--- config.mk ---
export PLATFORM = sky130hd
export DESIGN_NAME = binary_to_decimal_ascii_top
export DESIGN_NICKNAME = d
export VERILOG_FILES = /design/src/rtl/bdac_pkg.sv /design/src/rtl/binary_to_decimal_ascii_top.sv /design/src/rtl/bdac_dabble.sv
export SDC_FILE = /design/constraint.sdc
export NUM_CORES = 1
export LEC_CHECK = 0
export ABC_AREA = 1
export BUFFER_PORTS_ARGS = -buffer_cell sky130_fd_sc_hd__buf_2
export CAP_MARGIN = 20
export CELL_PAD_IN_SITES_DETAIL_PLACEMENT = 1
export CELL_PAD_IN_SITES_GLOBAL_PLACEMENT = 2
export CORE_MARGIN = 2
export CORE_UTILIZATION = 40
export CTS_BUF_LIST = sky130_fd_sc_hd__clkbuf_16
export DETAILED_ROUTE_END_ITERATION = 16
export PLACE_DENSITY_LB_ADDON = 0.1
export SYNTH_ARGS = -nofsm -noshare
export SYNTH_HDL_FRONTEND = slang
export SYNTH_SLANG_ARGS = --single-unit
--- constraint.sdc ---
create_clock -name clk_i -period 7.65 [get_ports clk_i]
set_clock_uncertainty 0.1 [all_clocks]
set_input_delay 0.3825 -clock clk_i [delete_from_list [all_inputs] [get_ports clk_i]]
set_output_delay 0.3825 -clock clk_i [all_outputs]
set_load 0.1 [all_outputs]
--- src/rtl/bdac_pkg.sv ---
// Shared constants and types for the binary to decimal ASCII converter.
`timescale 1ns / 1ps

package bdac_pkg;

  // Conversion size
  localparam int VALUE_BITS  = 64;
  localparam int MAX_DIGITS  = 20;

  // Port field widths
  localparam int ValueW      = 64;
  localparam int CharW       = 6;
  localparam int DigitCountW = 5;

  // Derived widths
  localparam int DigitW      = 4;
  localparam int BcdW        = DigitW * MAX_DIGITS;
  localparam int BitCntW     = (VALUE_BITS > 1) ? $clog2(VALUE_BITS) : 1;
  localparam int CntW        = $clog2(MAX_DIGITS + 1);

  // ASCII code of the character '0'
  localparam logic [CharW-1:0] AsciiZero = CharW'(48);

  // Status from the shift-and-add-3 unit to the emitter
  typedef struct packed {
    logic done;   // one-cycle pulse: BCD register holds the final digits
    logic ovf;    // value needed more digits than the register holds
  } bdac_stat_t;

endpackage

--- src/rtl/binary_to_decimal_ascii_top.sv ---
// Top level of the binary to decimal ASCII converter.
`timescale 1ns / 1ps
//
// Usage:
//   Raise start with a value while busy is low; the request is taken at that
//   clock edge and busy rises on the next cycle. Only the low VALUE_BITS bits
//   of value_i are converted.
//   The digits come out most significant first, one per cycle, each shown for
//   exactly one cycle with result_valid_o high. Leading zeros are dropped; zero
//   gives the single digit '0'. digit_count_o carries the digit count on every
//   digit and last_digit_o marks the final one.
// Timing:
//   The shift-and-add-3 unit takes in one bit per cycle and then raises its
//   done flag, then the leading-zero strip drops one digit per cycle and the
//   digits follow back to back. A request keeps the block busy until the last
//   digit has been shown.
//   The next request is taken once busy falls after the last digit.
// Reset clears the controller to idle; no digits are pending afterwards.
// The receiver cannot stall: every digit is taken in the cycle it is shown.

module binary_to_decimal_ascii_top (
  input  logic                                clk_i,
  input  logic                                rst_ni,
  input  logic                                start,
  output logic                                busy,
  input  logic [bdac_pkg::ValueW-1:0]         value_i,
  output logic                                result_valid_o,
  output logic [bdac_pkg::CharW-1:0]          digit_char_o,
  output logic                                last_digit_o,
  output logic [bdac_pkg::DigitCountW-1:0]    digit_count_o
);

  localparam logic [1:0] ST_IDLE = 2'd0;
  localparam logic [1:0] ST_CONV = 2'd1;
  localparam logic [1:0] ST_SKIP = 2'd2;
  localparam logic [1:0] ST_EMIT = 2'd3;

  logic [1:0]                   state_q;
  logic [bdac_pkg::CntW-1:0]    cnt_q;
  logic [bdac_pkg::CntW-1:0]    left_q;
  logic                         ovf_q;
  logic [bdac_pkg::BcdW-1:0]    buf_q;
  logic [bdac_pkg::BcdW-1:0]    bcd;
  logic [bdac_pkg::DigitW-1:0]  top_digit;
  logic                         load;
  logic                         skip_zero;
  bdac_pkg::bdac_stat_t         stat;

  assign load = start && !busy;

  bdac_dabble u_dabble (
    .clk_i   (clk_i),
    .rst_ni  (rst_ni),
    .load_i  (load),
    .value_i (value_i[bdac_pkg::VALUE_BITS-1:0]),
    .bcd_o   (bcd),
    .stat_o  (stat)
  );

  // Most significant digit still in the buffer
  assign top_digit = buf_q[bdac_pkg::BcdW-1 -: bdac_pkg::DigitW];
  // Strip a leading zero unless it is the only digit or the value wrapped
  assign skip_zero = (top_digit == '0) && (cnt_q > bdac_pkg::CntW'(1)) && !ovf_q;

  // Sequencer: convert, strip leading zeros, emit
  always_ff @(posedge clk_i or negedge rst_ni) begin
    if (!rst_ni) begin
      state_q <= ST_IDLE;
      cnt_q   <= '0;
      left_q  <= '0;
      ovf_q   <= 1'b0;
    end else begin
      case (state_q)
        ST_IDLE: begin
          if (start) begin
            state_q <= ST_CONV;
          end
        end
        ST_CONV: begin
          if (stat.done) begin
            state_q <= ST_SKIP;
            cnt_q   <= bdac_pkg::CntW'(bdac_pkg::MAX_DIGITS);
            ovf_q   <= stat.ovf;
          end
        end
        ST_SKIP: begin
          if (skip_zero) begin
            cnt_q <= cnt_q - bdac_pkg::CntW'(1);
          end else begin
            state_q <= ST_EMIT;
            left_q  <= cnt_q;
          end
        end
        ST_EMIT: begin
          left_q <= left_q - bdac_pkg::CntW'(1);
          if (left_q == bdac_pkg::CntW'(1)) begin
            state_q <= ST_IDLE;
          end
        end
        default: begin
          state_q <= ST_IDLE;
        end
      endcase
    end
  end

  // Digit buffer: copied from the converter, then shifted one digit a cycle
  always_ff @(posedge clk_i) begin
    if (state_q == ST_CONV && stat.done) begin
      buf_q <= bcd;
    end else if ((state_q == ST_SKIP && skip_zero) || state_q == ST_EMIT) begin
      buf_q <= buf_q << bdac_pkg::DigitW;
    end
  end

  assign busy           = (state_q != ST_IDLE);
  assign result_valid_o = (state_q == ST_EMIT);
  assign digit_char_o   = bdac_pkg::AsciiZero + bdac_pkg::CharW'(top_digit);
  assign last_digit_o   = (state_q == ST_EMIT) && (left_q == bdac_pkg::CntW'(1));
  assign digit_count_o  = bdac_pkg::DigitCountW'(cnt_q);

`ifndef ASSERT_OFF
  // A taken request makes the block busy on the next cycle
  a_start_busy: assert property (@(posedge clk_i) disable iff (!rst_ni)
    (start && !busy) |=> busy)
    else $error("request taken but block not busy");

  // Digits of one run come out back to back
  a_run_contig: assert property (@(posedge clk_i) disable iff (!rst_ni)
    (result_valid_o && !last_digit_o) |=> result_valid_o)
    else $error("gap inside a digit run");

  // The last digit ends the run and frees the block
  a_last_ends: assert property (@(posedge clk_i) disable iff (!rst_ni)
    last_digit_o |=> (!result_valid_o && !busy))
    else $error("activity after last digit");

  // The first digit is never a leading zero, unless alone or wrapped
  a_no_lead_zero: assert property (@(posedge clk_i) disable iff (!rst_ni)
    $rose(result_valid_o) |->
      (digit_char_o != bdac_pkg::AsciiZero || digit_count_o == bdac_pkg::DigitCountW'(1) ||
       ovf_q))
    else $error("leading zero emitted");

  // Digit count stays fixed through the run
  a_count_stable: assert property (@(posedge clk_i) disable iff (!rst_ni)
    (result_valid_o && !last_digit_o) |=> $stable(digit_count_o))
    else $error("digit count changed inside a run");
`endif

endmodule

--- src/rtl/bdac_dabble.sv ---
// Bit-serial shift-and-add-3 unit: binary value in, packed BCD digits out.
`timescale 1ns / 1ps

module bdac_dabble (
  input  logic                           clk_i,
  input  logic                           rst_ni,
  input  logic                           load_i,
  input  logic [bdac_pkg::VALUE_BITS-1:0] value_i,
  output logic [bdac_pkg::BcdW-1:0]       bcd_o,
  output bdac_pkg::bdac_stat_t           stat_o
);

  logic                            active_q;
  logic [bdac_pkg::BitCntW-1:0]    bitcnt_q;
  logic                            done_q;
  logic                            ovf_q;
  logic [bdac_pkg::VALUE_BITS-1:0] sh_q;
  logic [bdac_pkg::BcdW-1:0]       bcd_q;
  logic [bdac_pkg::BcdW-1:0]       adj;
  logic [bdac_pkg::BcdW-1:0]       bcd_d;
  logic [bdac_pkg::VALUE_BITS-1:0] sh_d;

  // Add 3 to every digit of 5 or more, so the next doubling carries in decimal
  always_comb begin
    for (int i = 0; i < bdac_pkg::MAX_DIGITS; i++) begin
      if (bcd_q[i*bdac_pkg::DigitW +: bdac_pkg::DigitW] >= bdac_pkg::DigitW'(5)) begin
        adj[i*bdac_pkg::DigitW +: bdac_pkg::DigitW] =
          bcd_q[i*bdac_pkg::DigitW +: bdac_pkg::DigitW] + bdac_pkg::DigitW'(3);
      end else begin
        adj[i*bdac_pkg::DigitW +: bdac_pkg::DigitW] =
          bcd_q[i*bdac_pkg::DigitW +: bdac_pkg::DigitW];
      end
    end
    // Double and bring in the next binary bit, MSB first
    bcd_d = {adj[bdac_pkg::BcdW-2:0], sh_q[bdac_pkg::VALUE_BITS-1]};
    sh_d  = sh_q << 1;
  end

  // Control: bit counter, done pulse, overflow sticky bit
  always_ff @(posedge clk_i or negedge rst_ni) begin
    if (!rst_ni) begin
      active_q <= 1'b0;
      bitcnt_q <= '0;
      done_q   <= 1'b0;
      ovf_q    <= 1'b0;
    end else begin
      done_q <= 1'b0;
      if (load_i) begin
        active_q <= 1'b1;
        bitcnt_q <= bdac_pkg::BitCntW'(bdac_pkg::VALUE_BITS - 1);
        ovf_q    <= 1'b0;
      end else if (active_q) begin
        // a bit leaving the top digit means the value is kept modulo 10^N
        ovf_q <= ovf_q | adj[bdac_pkg::BcdW-1];
        if (bitcnt_q == '0) begin
          active_q <= 1'b0;
          done_q   <= 1'b1;
        end else begin
          bitcnt_q <= bitcnt_q - bdac_pkg::BitCntW'(1);
        end
      end
    end
  end

  // Datapath shift registers
  always_ff @(posedge clk_i) begin
    if (load_i) begin
      sh_q  <= value_i;
      bcd_q <= '0;
    end else if (active_q) begin
      sh_q  <= sh_d;
      bcd_q <= bcd_d;
    end
  end

  assign bcd_o       = bcd_q;
  assign stat_o.done = done_q;
  assign stat_o.ovf  = ovf_q;

endmodule
== Yosys cells after proc, flatten, opt, wreduce, memory -nomap -nowiden ==
Index checks and enable logic that the tools add are counted.
W data, S select, Z words.

* Register bits after elaboration: 246
* Input bits: 67
* Output and inout bits: 14
* Logic and storage cells: 134

* Add/sub/neg operators: 24
* Magnitude comparators: 21
* Equality and inequality tests: 10
* Multiplexer cells: 45
* Bitwise logic cells: 1
* Reduce and logical (&&, ||, !) cells: 22

{| class="wikitable"
|+ Operator list
! cell !! number
|-
| $mux W80 || 2
|-
| $mux W64 || 2
|-
| $add A4 B2 Y4 const B || 20
|-
| $ge A4 B3 Y1 const B || 20
|-
| $mux W4 || 20
|-
| $pmux W5 S2 || 2
|-
| $mux W6 || 3
|-
| $mux W5 || 3
|-
| $reduce_bool A2 Y1 || 5
|-
| $sub A5 B1 Y5 const B || 2
|-
| $mux W1 || 8
|-
| $mux W2 || 4
|-
| $ne A2 B2 Y1 const B || 4
|-
| $pmux W2 S4 || 1
|-
| $add A5 B5 Y6 const A || 1
|-
| $logic_and A1 B1 Y1 || 6
|-
| $logic_not A6 Y1 || 1
|-
| $reduce_and A2 Y1 || 3
|-
| $sub A6 B1 Y6 const B || 1
|-
| $eq A5 B1 Y1 const B || 1
|-
| $gt A5 B1 Y1 const B || 1
|-
| $eq A2 B2 Y1 const B || 2
|-
| $logic_not A4 Y1 || 1
|-
| $ne A2 B1 Y1 const B || 2
|-
| other kinds (7) || 8
|}

== Logic depth before layout (Yosys ltp) ==
* Word-level depth: 7
* Gate-level depth with buffers: 10
* Mapped depth without buffers: 10

== Cells and area by module ==
Synthesis repeated with hierarchy kept, for this count alone.

* Cell total of the unflattened synthesis: 1,331
* Area total of the unflattened synthesis: 12,502.0 um^2

{| class="wikitable"
|+ By module, submodules not included
! module !! times used !! cells each !! area each (um^2) !! sequential area each (um^2)
|-
| bdac_dabble || 1 || 1,010 || 7,873.8 || 3,748.6
|-
| binary_to_decimal_ascii_top || 1 || 321 || 4,628.2 || 2,727.6
|}

== Worst setup path before layout ==
OpenSTA, ideal clock, no wires.

* Path kind: flip-flop to flip-flop
* Start: reg cnt_q (netlist bit digit_count_o[0])
* End: reg buf_q[0] (netlist bit), enable pin
* Setup time: 997 ps
* Arrival time: 3,396 ps
* Data required time: 6,553 ps
* Slack: 3,156 ps
* Stages on the path, launching flop included: 6
* Buffers on the path: 0
* Clock period less this slack: 4,494 ps
* Path through: dfrtp_1 ha_1 o21bai_1 nand2_1 nand3_2 nand3_1

* Cells in the longest elaborated chain, start to end: 6

{| class="wikitable"
|+ RTL lines
! what !! RTL line !! source
|-
| from (decl) || binary_to_decimal_ascii_top.sv:39 || <nowiki>logic [bdac_pkg::CntW-1:0] cnt_q;</nowiki>
|-
| from (signal assigned) || binary_to_decimal_ascii_top.sv:82 || <nowiki>cnt_q <= bdac_pkg::CntW'(bdac_pkg::MAX_DIGITS);</nowiki>
|-
| from (signal assigned) || binary_to_decimal_ascii_top.sv:88 || <nowiki>cnt_q <= cnt_q - bdac_pkg::CntW'(1);</nowiki>
|-
| $gt A5 B1 Y1 || binary_to_decimal_ascii_top.sv:63 || <nowiki>assign skip_zero = (top_digit == '0) && (cnt_q > bdac_pkg::CntW'(1)) && !ovf_q;</nowiki>
|-
| $logic_and A1 B1 Y1 (2 in a row) || binary_to_decimal_ascii_top.sv:63 ||
|-
| $logic_and A1 B1 Y1 || binary_to_decimal_ascii_top.sv:111 || <nowiki>end else if ((state_q == ST_SKIP && skip_zero) || state_q == ST_EMIT) begin</nowiki>
|-
| $logic_or A1 B1 Y1 || binary_to_decimal_ascii_top.sv:111 ||
|-
| $reduce_bool A2 Y1 (no line) || - ||
|-
| to (signal assigned) || binary_to_decimal_ascii_top.sv:112 || <nowiki>buf_q <= buf_q << bdac_pkg::DigitW;</nowiki>
|-
| to (decl) || binary_to_decimal_ascii_top.sv:42 || <nowiki>logic [bdac_pkg::BcdW-1:0] buf_q;</nowiki>
|}

No other way between the ends.
A chain may end at the register's enable or synchronous reset.

== Worst setup path after layout ==
* Start: reg state_q[1]
* End: reg u_dabble.bcd_q (netlist bit u_dabble.bcd_o[54])

* Cells in the longest elaborated chain, start to end: 3

{| class="wikitable"
|+ RTL lines
! what !! RTL line !! source
|-
| from (decl) || binary_to_decimal_ascii_top.sv:38 || <nowiki>logic [1:0] state_q;</nowiki>
|-
| from (signal assigned) || binary_to_decimal_ascii_top.sv:68 || <nowiki>state_q <= ST_IDLE;</nowiki>
|-
| from (signal assigned) || binary_to_decimal_ascii_top.sv:76 || <nowiki>state_q <= ST_CONV;</nowiki>
|-
| from (signal assigned) || binary_to_decimal_ascii_top.sv:81 || <nowiki>state_q <= ST_SKIP;</nowiki>
|-
| $reduce_bool A2 Y1 || binary_to_decimal_ascii_top.sv:116 || <nowiki>assign busy = (state_q != ST_IDLE);</nowiki>
|-
| $logic_not A1 Y1 || binary_to_decimal_ascii_top.sv:49 || <nowiki>assign load = start && !busy;</nowiki>
|-
| $logic_and A1 B1 Y1 || binary_to_decimal_ascii_top.sv:49 ||
|-
| to (signal assigned) || bdac_dabble.sv:69 || <nowiki>bcd_q <= '0;</nowiki>
|-
| to (signal assigned) || bdac_dabble.sv:72 || <nowiki>bcd_q <= bcd_d;</nowiki>
|-
| to (decl) || bdac_dabble.sv:18 || <nowiki>logic [bdac_pkg::BcdW-1:0] bcd_q;</nowiki>
|}

No other way between the ends.

==> run summary <==
max_cap viols -> 0
Worst EP arrival -> 3.82 ns
initial antenna violation count -> 0
Clock Latency Late Sink -> 0.54 ns
EDFF count, synth -> 144
P_leak -> 6.281 nW
initial drt markers -> 506
Startpoint Class -> register
detailed-placement wirelength estimate -> 16,990 um
Yosys cell types -> 29
share of layout cells above drive strength 1 -> 9.707%
NetSw -> 1.675 mW
Max Slew Vio Count -> 0
DR vias/cell -> 4.876
dominant synthesized flop cell -> edfxtp_1
Die ar. -> 30,890 um^2
Die Ht -> 175.8 um
ranking of synthesized cells by area -> edfxtp_1, nand2_1, dfxtp_1
Area after DPL -> 12,450 um^2
Overflow after GRT -> 0
CP endpoint kind -> register
syn avg cell area -> 8.495 um^2
worst hold path class -> in2reg
antenna viol nets, final -> 0
worst-path maximum fanout -> 93
core box area -> 28,860 um^2
FFs w/ async S/R, synth -> 8.943%
status -> finished clean
#FFs+latches synth -> 246
Ys Warns -> 0
Yosys top cell area share -> 36.65%
Synth Instances -> 1,389
router iterations before antenna repair -> 4
CP Class -> reg2reg
clock group share of total power -> 29.2%
Relative slew margins -> 31.37%
final worst setup slack -> 4.179 ns
RePlAce Congestion -> 0.7394
Yosys top cell by area -> edfxtp_1
RSZ-0062 raised after global routing -> no
clock root cell -> clkbuf_16
final WL -> 27,450 um
fin area -> 13,790 um^2
DP Worst Slack -> 4.106 ns
DR WL/cell -> 14.54 um
drc violations -> 0
Logic pwr share -> 27.8%
Die W -> 175.8 um
CTS tree -> yes
DR vias -> 9,205
H-Tree Depth -> 1
required time of the critical path -> 8.00 ns
P&R area growth vs syn -> 16.88%
Util after Layout -> 47.79%
top cells by count, synth -> nand2_1, o21ai_0, edfxtp_1
register share of total power -> 42.9%
IO Port Bufs -> 78
Post-Synthesis Cell Area -> 11,800 um^2
vias in the first global route -> 9,477
clk sinks -> 246
IO Pins -> 81
Max Freq -> 0.2881 GHz
internal power -> 3.177 mW
slew at the pin closest to its max-slew limit -> 1.029 ns
final setup vio count -> 0
number of placement rows -> 62
most common cell in the netlist -> nand2_1
setup TNS -> 0 ns
minimum clock period -> 3.471 ns
postcts setup bufs -> 0
CTS max path bufs -> 3
global-route wire length before repair -> 46,590 um
sequential share of the synthesized area -> 54.88%
PD cells -> 351.8 nW/um^2
final net count -> 1,600
final worst-path cycle share -> 45.37%
Total GRT Usage -> 18.11%
Sw Ratio -> 34.53%
Num CTS Buffers -> 28
Peak VDD IR -> 0.1509 mV
largest net degree at the start of global routing -> 107
antenna diode count -> 0
Starting Density -> 40.89%
Hold Vio Cnt, Final -> 0
clock slew at reported path FFs -> 0.06 ns
-- critical path: stages (launching register included) --
cell	delay, ns
dfrtp_1	0.40
inv_1	0.10
ha_1	0.23
nand2_4	0.07
buf_4	0.75
nand2_4	0.69
buf_4	0.63
o21ai_0	0.30
-- power by group through the flow --
stage	clock, mW	combinational [mW]	sequential (mW)
floorplan	0	0.981	2.15
CTS	1.45	1.38	2.09
global placement	0	1.33	2.10
finish	1.42	1.35	2.08
global route	1.49	1.58	2.13
detailed placement	0	1.36	2.11
-- sequential cells by signal, indices dropped and copies added (netlist names), 2 cells and up --
signal and flops:
u_dabble.sh_q 64, state_q 2, digit_count_o 5, buf_q 80
u_dabble.bitcnt_q 6, u_dabble.bcd_o 80, left_q 5
-- cell families after synthesis --
family / after synthesis / synth area share [%]
AND/OR/NAND/NOR: 673 / 22.97
XOR/XNOR: 6 / 0.4453
AO/OA/AOI/OAI: 208 / 9.098
flip-flops: 246 / 54.88
other: 1 / 0.03178
adder cells (fa/ha/maj): 51 / 5.408
buffers and inverters: 204 / 7.168
-- per-layer routing --
layer	global-route usage, %	vias up	share of wire [%]
li1	-	4717	-
met2	31.07	85	47
met4	4.304	0	1.9
met5	0	-	0
met3	2.056	34	2.6
met1	24.57	4369	48
-- placed cells by master, fill, tap and decap left out, types with 9 or more instances in the layout --
master and instances:
nand2_1 524, o21ai_0 169, inv_1 145, edfxtp_1 144, nand3_1 110, dfxtp_1 80
buf_2 78, ha_1 51, dlygate4sd3_1 36, clkbuf_16 29, nor2_1 25, dfrtp_1 22
o22ai_1 20, a21oi_1 16, clkinv_2 9
-- final timing paths --
| kind | cells past startpoint | slack [ns] | to | start |
|---|---|---|---|---|
| max | 7 | 4.18 | u_dabble.bcd_o[54] | state_q[1] |
| min | 3 | 0.009 | u_dabble.sh_q[41] | value_i[41] |
| max reg2reg | 7 | 4.18 | u_dabble.bcd_o[54] | state_q[1] |
| min reg2reg | 2 | 0.38 | u_dabble.bcd_o[59] | u_dabble.bcd_o[59] |
| max in group asynchronous | 2 | 6.81 | u_dabble.bitcnt_q[0] | rst_ni |
| min in group asynchronous | 2 | 0.26 | digit_count_o[3] | rst_ni |
-- through the flow --
| step | cells | power [mW] | hold WS, ns |
|---|---|---|---|
| 6_report | 1888 | 4.852 | 0.009306 |
| 5_1_grt | 1888 | 5.201 | 0.007632 |
| 4_1_cts | 1888 | 4.927 | 0.001141 |
| 3_5_place_dp | 1800 | 3.475 | 0.3103 |
| 3_3_place_gp | 1800 | 3.423 | 0.2977 |
| 2_1_floorplan | 1390 | 3.130 | -0.01309 |
-- final cells by class --
class	count	area [um^2]
fill	3476	15070
clock buffer	29	725.7
sequential	246	6476
multi-input combinational	940	4514
inverter	146	548.0
tap	384	480.5
clock inverter	23	251.5
timing repair buffer	120	795.8
-- timing repair --
item | 4_1_cts | 5_1_grt
gates resized for setup | 0 | 0
endpoints found under the hold margin | 57 | 0
hold buffers | 36 | 0
(Power assumes the default switching activity.)
